`config.mk`:
```
export PLATFORM = sky130hd
export DESIGN_NAME = adc_test_pattern_checker_unit_flat
export DESIGN_NICKNAME = d
export VERILOG_FILES = /design/src/sv/atpc_pkg.sv /design/src/sv/atpc_if.sv /design/src/sv/atpc_cfg_regs.sv /design/src/sv/atpc_check.sv /design/src/sv/adc_test_pattern_checker_unit.sv /design/src/flat_wrapper.sv
export SDC_FILE = /design/constraint.sdc
export NUM_CORES = 1
export LEC_CHECK = 0
export BUFFER_PORTS_ARGS = -buffer_cell sky130_fd_sc_hd__buf_2
export CAP_MARGIN = 25
export CORE_MARGIN = 8
export CORE_UTILIZATION = 63
export CTS_CLUSTER_SIZE = 30
export DETAILED_ROUTE_END_ITERATION = 12
export PLACE_DENSITY = 0.86
export SYNTH_ARGS = -nofsm -noshare
export SYNTH_HDL_FRONTEND = slang
export SYNTH_SLANG_ARGS = --single-unit
```
`constraint.sdc`:
```
create_clock -name clk -period 9.4 [get_ports clk]
set_input_delay 1.41 -clock clk [delete_from_list [all_inputs] [get_ports clk]]
set_output_delay 1.41 -clock clk [all_outputs]
set_load 0.02 [all_outputs]
```
`src/sv/atpc_pkg.sv`:
```
package atpc_pkg;

	localparam int SAMPLE_W     = 16;
	localparam int EXP_W        = 14;
	localparam int RAMP_W       = 7;
	localparam int LFSR_W       = 23;
	localparam int LFSR_TAP_HI  = 22;
	localparam int LFSR_TAP_LO  = 17;
	localparam int ERR_W        = 20;
	localparam int LIMIT_W      = 8;
	localparam int CFG_DATA_W   = 23;
	localparam int CFG_INDEX_W  = 2;
	localparam int PN_STEPS_DEF = 14;

	localparam logic [LFSR_W-1:0]  PN_SEED_RESET   = 23'h7FAE00;
	localparam logic [LIMIT_W-1:0] LIMIT_RESET     = 8'd4;
	localparam logic               TEST_MODE_RESET = 1'b1;
	localparam logic [ERR_W-1:0]   ERR_MAX         = '1;

	typedef enum logic [CFG_INDEX_W-1:0] {
		REG_TEST_MODE   = 2'd0,
		REG_PN_SEED     = 2'd1,
		REG_RESYNC_LIMIT = 2'd2
	} reg_index_t;

	typedef struct packed {
		logic                test_mode;
		logic [LFSR_W-1:0]   pn_seed;
		logic [LIMIT_W-1:0]  resync_error_limit;
	} atpc_cfg_t;

	typedef struct packed {
		logic               mismatch;
		logic [EXP_W-1:0]   expected_value;
		logic [ERR_W-1:0]   block_errors;
		logic               resynced;
		logic               channels_differ;
	} atpc_result_t;

	// Shift the LFSR a given number of times, at most 23; feedback enters at bit 0.
	function automatic logic [LFSR_W-1:0] lfsr_advance(input logic [LFSR_W-1:0] v,
			input int steps);
		logic [LFSR_W-1:0] r;
		r = v;
		for (int k = 0; k < LFSR_W; k++) begin
			if (k < steps) begin
				r = {r[LFSR_W-2:0], r[LFSR_TAP_HI] ^ r[LFSR_TAP_LO]};
			end
		end
		return r;
	endfunction

endpackage

```
`src/sv/atpc_if.sv`:
```
interface atpc_in_if;
	logic                                  valid;
	logic                                  ready;
	logic signed [atpc_pkg::SAMPLE_W-1:0]  sample_a;
	logic signed [atpc_pkg::SAMPLE_W-1:0]  sample_b;
	logic                                  block_start;
	logic                                  restart;

	modport source (output valid, sample_a, sample_b, block_start, restart, input ready);
	modport sink (input valid, sample_a, sample_b, block_start, restart, output ready);
endinterface

interface atpc_out_if;
	logic                              valid;
	logic                              ready;
	logic                              mismatch;
	logic [atpc_pkg::EXP_W-1:0]        expected_value;
	logic [atpc_pkg::ERR_W-1:0]        block_errors;
	logic                              resynced;
	logic                              channels_differ;

	modport source (output valid, mismatch, expected_value, block_errors, resynced,
		channels_differ, input ready);
	modport sink (input valid, mismatch, expected_value, block_errors, resynced,
		channels_differ, output ready);
endinterface

```
`src/sv/atpc_cfg_regs.sv`:
```
module atpc_cfg_regs (
	input  logic                                 clk,
	input  logic                                 arst_n,
	input  logic                                 wr_en,
	input  logic [atpc_pkg::CFG_INDEX_W-1:0]     wr_index,
	input  logic [atpc_pkg::CFG_DATA_W-1:0]      wr_data,
	output atpc_pkg::atpc_cfg_t                  cfg
);

	atpc_pkg::atpc_cfg_t cfg_q;

	always_ff @(posedge clk or negedge arst_n) begin
		if (!arst_n) begin
			cfg_q.test_mode          <= atpc_pkg::TEST_MODE_RESET;
			cfg_q.pn_seed            <= atpc_pkg::PN_SEED_RESET;
			cfg_q.resync_error_limit <= atpc_pkg::LIMIT_RESET;
		end else if (wr_en) begin
			// unused index: drop the write
			unique case (atpc_pkg::reg_index_t'(wr_index))
				atpc_pkg::REG_TEST_MODE: begin
					cfg_q.test_mode <= wr_data[0];
				end
				atpc_pkg::REG_PN_SEED: begin
					cfg_q.pn_seed <= wr_data[atpc_pkg::LFSR_W-1:0];
				end
				atpc_pkg::REG_RESYNC_LIMIT: begin
					cfg_q.resync_error_limit <= wr_data[atpc_pkg::LIMIT_W-1:0];
				end
				default: begin
				end
			endcase
		end
	end

	assign cfg = cfg_q;

endmodule

```
`src/sv/atpc_check.sv`:
```
module atpc_check #(
	parameter int PN_STEPS = atpc_pkg::PN_STEPS_DEF
) (
	input  logic                                  clk,
	input  logic                                  arst_n,
	input  atpc_pkg::atpc_cfg_t                   cfg,
	input  logic                                  advance,
	input  logic signed [atpc_pkg::SAMPLE_W-1:0]  sample_a,
	input  logic signed [atpc_pkg::SAMPLE_W-1:0]  sample_b,
	input  logic                                  block_start,
	input  logic                                  restart,
	output atpc_pkg::atpc_result_t                result
);

	localparam int LW = atpc_pkg::LFSR_W;
	localparam int RW = atpc_pkg::RAMP_W;
	localparam int EW = atpc_pkg::ERR_W;
	localparam int XW = atpc_pkg::EXP_W;
	localparam int SW = atpc_pkg::SAMPLE_W;

	logic [LW-1:0] checker_q;
	logic [EW-1:0] err_q;

	logic [LW-1:0] cv_base;
	logic [EW-1:0] err_base;
	logic [EW-1:0] err_next;
	logic [LW-1:0] cur;
	logic [LW-1:0] cv_next;
	logic [XW-1:0] expv;
	logic [SW-1:0] ua;
	logic [SW-1:0] ub;
	logic [RW-1:0] ramp_inc;
	logic          pn;
	logic          differ;
	logic          mis;
	logic          do_resync;

	always_comb begin
		pn       = cfg.test_mode;
		ua       = SW'(sample_a);
		ub       = SW'(sample_b);
		differ   = (ua != ub);
		err_base = block_start ? '0 : err_q;
		if (restart) begin
			cv_base = pn ? cfg.pn_seed : '0;
		end else begin
			cv_base = checker_q;
		end

		if (pn) begin
			expv = cv_base[LW-1 -: XW];
			mis  = (ua[XW-1:0] != expv) || (ub[XW-1:0] != expv);
		end else begin
			expv = XW'(cv_base[RW-1:0]);
			mis  = (ua != SW'(cv_base[RW-1:0])) || (ub != SW'(cv_base[RW-1:0]));
		end

		do_resync = mis && !differ &&
			(err_base < EW'(cfg.resync_error_limit));

		if (do_resync) begin
			cur = LW'(ua[RW-1:0]);
		end else if (pn) begin
			cur = cv_base;
		end else begin
			cur = LW'(cv_base[RW-1:0]);
		end

		ramp_inc = cur[RW-1:0] + RW'(1);
		cv_next  = pn ? atpc_pkg::lfsr_advance(cur, PN_STEPS) : LW'(ramp_inc);

		if (mis && (err_base != atpc_pkg::ERR_MAX)) begin
			err_next = err_base + EW'(1);
		end else begin
			err_next = err_base;
		end

		result.mismatch        = mis;
		result.expected_value  = expv;
		result.block_errors    = err_next;
		result.resynced        = do_resync;
		result.channels_differ = differ;
	end

	// Advance the pattern state once per word handed to the result stage.
	always_ff @(posedge clk or negedge arst_n) begin
		if (!arst_n) begin
			checker_q <= atpc_pkg::PN_SEED_RESET;
			err_q     <= '0;
		end else if (advance) begin
			checker_q <= cv_next;
			err_q     <= err_next;
		end
	end

endmodule

```
`src/sv/adc_test_pattern_checker_unit.sv`:
```
// An accepted word is checked in the input register; its result loads once the result register is free.
// Throughput: one word per cycle while the result side is ready; input and result registers decouple the sides.
// The whole check, including the PN_STEPS-shift LFSR advance (14 by default), sits between those two registers.
// Reset (arst_n low, asynchronous): registers to defaults (PN mode, seed 0x7FAE00,
// resync limit 4), pattern state to the seed, error count to zero, both stages empty.
module adc_test_pattern_checker_unit #(
	parameter int PN_STEPS = atpc_pkg::PN_STEPS_DEF
) (
	input  logic                              clk,
	input  logic                              arst_n,
	input  logic                              cfg_wr_en,
	input  logic [atpc_pkg::CFG_INDEX_W-1:0]  cfg_index,
	input  logic [atpc_pkg::CFG_DATA_W-1:0]   cfg_data,
	atpc_in_if.sink                           samples,
	atpc_out_if.source                        results
);

	atpc_pkg::atpc_cfg_t    cfg;
	atpc_pkg::atpc_result_t res_comb;
	atpc_pkg::atpc_result_t res_s2;

	// Input stage
	logic                                 valid_s1;
	logic signed [atpc_pkg::SAMPLE_W-1:0] sample_a_s1;
	logic signed [atpc_pkg::SAMPLE_W-1:0] sample_b_s1;
	logic                                 block_start_s1;
	logic                                 restart_s1;

	// Result stage
	logic valid_s2;

	logic advance;
	logic take_in;

	// Move the input word on when the result register is empty or being drained.
	assign advance       = valid_s1 && (!valid_s2 || results.ready);
	assign samples.ready = !valid_s1 || advance;
	assign take_in       = samples.valid && samples.ready;

	atpc_cfg_regs u_cfg (
		.clk      (clk),
		.arst_n   (arst_n),
		.wr_en    (cfg_wr_en),
		.wr_index (cfg_index),
		.wr_data  (cfg_data),
		.cfg      (cfg)
	);

	atpc_check #(
		.PN_STEPS (PN_STEPS)
	) u_check (
		.clk         (clk),
		.arst_n      (arst_n),
		.cfg         (cfg),
		.advance     (advance),
		.sample_a    (sample_a_s1),
		.sample_b    (sample_b_s1),
		.block_start (block_start_s1),
		.restart     (restart_s1),
		.result      (res_comb)
	);

	// Hold the input word until the check consumes it.
	always_ff @(posedge clk or negedge arst_n) begin
		if (!arst_n) begin
			valid_s1 <= 1'b0;
		end else if (take_in) begin
			valid_s1 <= 1'b1;
		end else if (advance) begin
			valid_s1 <= 1'b0;
		end
	end

	always_ff @(posedge clk) begin
		if (take_in) begin
			sample_a_s1    <= samples.sample_a;
			sample_b_s1    <= samples.sample_b;
			block_start_s1 <= samples.block_start;
			restart_s1     <= samples.restart;
		end
	end

	// Result register: load on advance, drop once taken downstream.
	always_ff @(posedge clk or negedge arst_n) begin
		if (!arst_n) begin
			valid_s2 <= 1'b0;
		end else if (advance) begin
			valid_s2 <= 1'b1;
		end else if (results.ready) begin
			valid_s2 <= 1'b0;
		end
	end

	always_ff @(posedge clk) begin
		if (advance) begin
			res_s2 <= res_comb;
		end
	end

	assign results.valid           = valid_s2;
	assign results.mismatch        = res_s2.mismatch;
	assign results.expected_value  = res_s2.expected_value;
	assign results.block_errors    = res_s2.block_errors;
	assign results.resynced        = res_s2.resynced;
	assign results.channels_differ = res_s2.channels_differ;

`ifndef ASSERT_OFF
	// A resync only follows a mismatch on equal channels.
	a_resync_cause: assert property (@(posedge clk) disable iff (!arst_n)
		results.valid |-> (!results.resynced ||
			(results.mismatch && !results.channels_differ)))
		else $error("resync without a mismatch on equal channels");

	// A mismatch always leaves a nonzero error count.
	a_mismatch_counted: assert property (@(posedge clk) disable iff (!arst_n)
		(results.valid && results.mismatch) |-> (results.block_errors != '0))
		else $error("mismatch reported with zero block errors");

	// The input side never stalls while the result register can drain.
	a_no_false_stall: assert property (@(posedge clk) disable iff (!arst_n)
		(!valid_s2 || results.ready) |-> samples.ready)
		else $error("input stalled with a free result stage");

	// Every word moved from the input stage shows up as a result next cycle.
	a_advance_lands: assert property (@(posedge clk) disable iff (!arst_n)
		advance |=> valid_s2)
		else $error("advanced word lost before the result register");
`endif

endmodule

```
`src/flat_wrapper.sv`:
```
// flat-port wrapper written by rule: the top's interface ports become plain ports
module adc_test_pattern_checker_unit_flat 
#(
	parameter int PN_STEPS = atpc_pkg::PN_STEPS_DEF
)
  (clk, arst_n, cfg_wr_en, cfg_index, cfg_data, samples_valid, samples_sample_a, samples_sample_b, samples_block_start, samples_restart, samples_ready, results_valid, results_mismatch, results_expected_value, results_block_errors, results_resynced, results_channels_differ, results_ready);
  atpc_in_if samples_i ();
  atpc_out_if results_i ();
  input  logic clk;
  input  logic arst_n;
  input  logic cfg_wr_en;
  input  logic [atpc_pkg::CFG_INDEX_W-1:0] cfg_index;
  input  logic [atpc_pkg::CFG_DATA_W-1:0] cfg_data;
  input wire logic [$bits(samples_i.valid)-1:0] samples_valid;
  input wire logic [$bits(samples_i.sample_a)-1:0] samples_sample_a;
  input wire logic [$bits(samples_i.sample_b)-1:0] samples_sample_b;
  input wire logic [$bits(samples_i.block_start)-1:0] samples_block_start;
  input wire logic [$bits(samples_i.restart)-1:0] samples_restart;
  output wire logic [$bits(samples_i.ready)-1:0] samples_ready;
  output wire logic [$bits(results_i.valid)-1:0] results_valid;
  output wire logic [$bits(results_i.mismatch)-1:0] results_mismatch;
  output wire logic [$bits(results_i.expected_value)-1:0] results_expected_value;
  output wire logic [$bits(results_i.block_errors)-1:0] results_block_errors;
  output wire logic [$bits(results_i.resynced)-1:0] results_resynced;
  output wire logic [$bits(results_i.channels_differ)-1:0] results_channels_differ;
  input wire logic [$bits(results_i.ready)-1:0] results_ready;
  assign samples_i.valid = samples_valid;
  assign samples_i.sample_a = samples_sample_a;
  assign samples_i.sample_b = samples_sample_b;
  assign samples_i.block_start = samples_block_start;
  assign samples_i.restart = samples_restart;
  assign samples_ready = samples_i.ready;
  assign results_valid = results_i.valid;
  assign results_mismatch = results_i.mismatch;
  assign results_expected_value = results_i.expected_value;
  assign results_block_errors = results_i.block_errors;
  assign results_resynced = results_i.resynced;
  assign results_channels_differ = results_i.channels_differ;
  assign results_i.ready = results_ready;
  adc_test_pattern_checker_unit #(.PN_STEPS(PN_STEPS)) u_core (.clk(clk), .arst_n(arst_n), .cfg_wr_en(cfg_wr_en), .cfg_index(cfg_index), .cfg_data(cfg_data), .samples(samples_i), .results(results_i));
endmodule
```
==> flow_metrics.env <==
export IMPL_synthCells=819
export IMPL_worst_ep_arrival_time_ns=5.53
export IMPL_synth_area_um2=8390
export IMPL_grt_remaining_overflow=0
export IMPL_status="finished, final reports clean"
export IMPL_numPortBuffers=102
export IMPL_dieArea_um2=17300
export IMPL_synth_simple_area_share=0.214
export IMPL_pwr_share_comb=0.241
export IMPL_synth_edf_count=71
export IMPL_drcViolationCount=0
export IMPL_avgSynthCellArea_um2=10.2
export IMPL_grt_pass1_vias=6674
export IMPL_max_freq_mhz=192
export IMPL_numCtsBuffers=17
export IMPL_fin_crit_ns=5.21
export IMPL_postRouteAntennaNets=0
export IMPL_worstSetupEndpointType="flip-flop"
export IMPL_viasPerCell=6.48
export IMPL_final_nets=972
export IMPL_ys_seq_area_frac=0.487
export IMPL_power_density_nw_per_um2=225
export IMPL_num_rows=42
export IMPL_p_sw_w=0.000704
export IMPL_start_kind="flip-flop"
export IMPL_synth_compound_area_frac=0.122
export IMPL_crit_path_max_fanout=68
export IMPL_cts_root_buf="clkbuf_16"
export IMPL_ir_drop_mv=0.174
export IMPL_antenna_cells=0
export IMPL_async_flop_share=0.520
export IMPL_power_leakage_nw=3.93
export IMPL_max_slew_margin_rel=0.336
export IMPL_gp_congestion=0.997
export IMPL_ff2ff_path_depth=15
export IMPL_endpoint="u_core.u_check.checker_q[6]"
export IMPL_path_clk_slew_ns=0.06
export IMPL_cts_tree="done"
export IMPL_worst_pin_slew_ns=0.982
export IMPL_area_delta_synth_final_pct=13.8
export IMPL_pwr_share_clk=0.314
export IMPL_hold_viol=0
export IMPL_seq_power_share=0.445
export IMPL_antenna_found_initial=0
export IMPL_finalSetupTns_ns=0
export IMPL_hp_class="reg2reg"
export IMPL_clock_skew_ns=0.00890
export IMPL_post_cts_setup_buffers=0
export IMPL_synth_adder_area_share=0.0104
export IMPL_internal_power_w=0.00144
export IMPL_switching_share=0.328
export IMPL_rsz0062_at_grt="no"
export IMPL_die_w_um=131
export IMPL_routed_wl_um=23400
export IMPL_cts_hold_buf=0
export IMPL_grt_max_degree=69
export IMPL_synth_top_family_by_area="simple AND/OR/NAND/NOR gates"
export IMPL_grt_pass1_wl_um=37100
export IMPL_core_um2=13100
export IMPL_path_class="reg2reg"
export IMPL_synth_distinct_cells=72
export IMPL_synthMuxAreaShare=0.0625
export IMPL_h_tree_depth=4
export IMPL_clock_latency_ns=0.43
export IMPL_post_cts_resized=0
export IMPL_synthXorXnorAreaFrac=0.0564
export IMPL_cts_buffer_depth=2
export IMPL_ys_ff_latch=148
export IMPL_cts_sinks=148
export IMPL_r2r_start="u_core.u_cfg.cfg[31]"
export IMPL_drv_cap=0
export IMPL_first_pass_iters=5
export IMPL_drt_iter0_markers=958
export IMPL_crit_start="u_core.u_cfg.cfg[31]"
export IMPL_post_route_period_util=0.554
export IMPL_dp_hpwl_um=16800
export IMPL_wl_per_cell_um=21.5
export IMPL_required_ns=9.73
export IMPL_yosysWarnings=0
export IMPL_die_h_um=131
export IMPL_initial_core_util=0.639
export IMPL_r2r_slack_ns=4.19
export IMPL_track_usage=0.274
export IMPL_synth_main_ff_cell="edfxtp_1"
export IMPL_syn_nets=890
export IMPL_timing_hold_ws_ns=0.510
export IMPL_final_setup_viol_count=0
export IMPL_drive_gt1_frac=0.239
export IMPL_slew_violations=0
export IMPL_rr_endpoint="u_core.u_check.checker_q[6]"
export IMPL_ios=103
export IMPL_vias=7059
==> sequential cells by signal, summed over array words and instances, names as in the netlist <==
register	cells
u_core.results.mismatch	1
u_core.sample_a_s1	16
u_core.u_cfg.cfg	32
u_core.results.channels_differ	1
u_core.valid_s1	1
u_core.sample_b_s1	16
u_core.results.block_errors	20
u_core.u_check.checker_q	23
u_core.results.valid	1
u_core.u_check.err_q	20
u_core.results.resynced	1
u_core.restart_s1	1
u_core.block_start_s1	1
u_core.results.expected_value	14
==> logic make-up (layout without fill, tap and decap cells) <==
family,after synthesis,count (layout)
simple gates,335,335
flops,148,148
compound gates,142,142
buf+inv,85,180
xor+xnor,54,54
mux,48,48
fa+ha+maj,7,7
==> cell usage after synthesis, types with 18 or more instances <==
cell | instances | share of area
a21oi_1 | 35 | 0.021
xnor2_1 | 28 | 0.029
nand4_1 | 18 | 0.013
inv_1 | 36 | 0.016
nand3_1 | 34 | 0.020
dfrtp_1 | 51 | 0.15
nand2b_1 | 23 | 0.017
nor2b_1 | 19 | 0.014
clkbuf_1 | 26 | 0.012
edfxtp_1 | 71 | 0.25
nand2_1 | 92 | 0.041
and3_1 | 26 | 0.019
xor2_1 | 26 | 0.027
mux2_2 | 35 | 0.047
nor2_1 | 33 | 0.015
dfstp_2 | 26 | 0.081
==> power groups by stage <==
stage	clock, W	combinational, W	sequential (W)
after global routing	0.000718	0.000565	0.000967
after floorplan	0	0.000354	0.000937
final	0.000675	0.000517	0.000955
after global placement	0	0.000492	0.000956
after detailed placement	0	0.000502	0.000959
after CTS	0.000683	0.000506	0.000950
==> cells in the final DEF, fill, tap and decap left out, types with 9 or more instances in the layout <==
cell type | netlist | routed
inv_1 | 36 | 35
xor2_1 | 26 | 26
mux2i_1 | 13 | 13
mux2_2 | 35 | 35
xnor2_1 | 28 | 28
nand2_1 | 92 | 92
o311ai_0 | 13 | 13
nor3_1 | 17 | 17
and3_1 | 26 | 26
nor2_1 | 33 | 33
nor2b_1 | 19 | 19
or4_1 | 10 | 10
o22ai_1 | 11 | 11
dfstp_2 | 26 | 26
edfxtp_1 | 71 | 71
o21ai_0 | 17 | 17
dfrtp_1 | 51 | 51
nand3_1 | 34 | 34
nor4_1 | 15 | 15
clkbuf_16 | 0 | 17
buf_2 | 8 | 101
nand4_1 | 18 | 18
a21oi_1 | 35 | 35
nand2b_1 | 23 | 23
and2_1 | 9 | 9
==> through the flow <==
stage / total power (W) / cell area (um^2) / setup slack, ns / std cells / util
floorplan: 0.00129 / 8390 / 5.69 / 819 / -
global placement: 0.00145 / 8920 / 4.07 / 1056 / 0.679
detailed placement: 0.00146 / 8940 / 3.89 / 1057 / 0.680
CTS: 0.00214 / 9530 / 3.87 / 1089 / 0.725
global route: 0.00225 / 9550 / 3.92 / 1090 / 0.727
finish: 0.00215 / 9550 / 4.19 / 1090 / 0.727
==> worst min-delay path by stage <==
stage | to | cells past startpoint | slack [ns] | startpoint
4_1_cts | u_core.u_cfg.cfg[4] | 1 | 0.51 | u_core.u_cfg.cfg[4]
6_report | u_core.u_cfg.cfg[3] | 1 | 0.51 | u_core.u_cfg.cfg[3]
5_1_grt | u_core.u_cfg.cfg[7] | 1 | 0.54 | u_core.u_cfg.cfg[7]
2_1_floorplan | u_core.u_check.checker_q[3] | 2 | 0.46 | u_core.u_check.checker_q[3]
3_5_place_dp | u_core.u_cfg.cfg[11] | 1 | 0.50 | u_core.u_cfg.cfg[11]
3_3_place_gp | u_core.u_cfg.cfg[11] | 1 | 0.49 | u_core.u_cfg.cfg[11]
==> layout make-up <==
class,instances,area [um^2]
Sequential cell,148,4090
Multi-Input combinational cell,586,3910
Fill cell,961,3580
Timing Repair Buffer,111,608
Clock buffer,20,457
Tap cell,176,220
Inverter,37,139
Clock inverter,12,129
==> per-layer routing <==
metal  GRT usage  vias to the layer above  wire [um]  share of wire
met5           0                        -          0              0
li1            -                     3182          -              -
met3      0.0800                       55       2720           0.12
met4      0.0944                        0        532          0.023
met1       0.383                     3367       9850           0.42
met2       0.397                      455      10300           0.44
==> worst max-delay path: stages, from the launching register on <==
cell and delay (ns):
dfstp_2 0.52, buf_4 0.54, and2_1 0.59, nand2_2 0.11
a32o_1 0.27, or4b_1 0.50, or4_1 0.67, nand2_2 0.50
nor2_1 0.13, nor2_1 0.14, ha_1 0.28, nand3_1 0.15
nand3b_1 0.20, xnor2_1 0.15, mux2i_1 0.09, o311ai_1 0.24
Power figures use the tool's default switching activity.
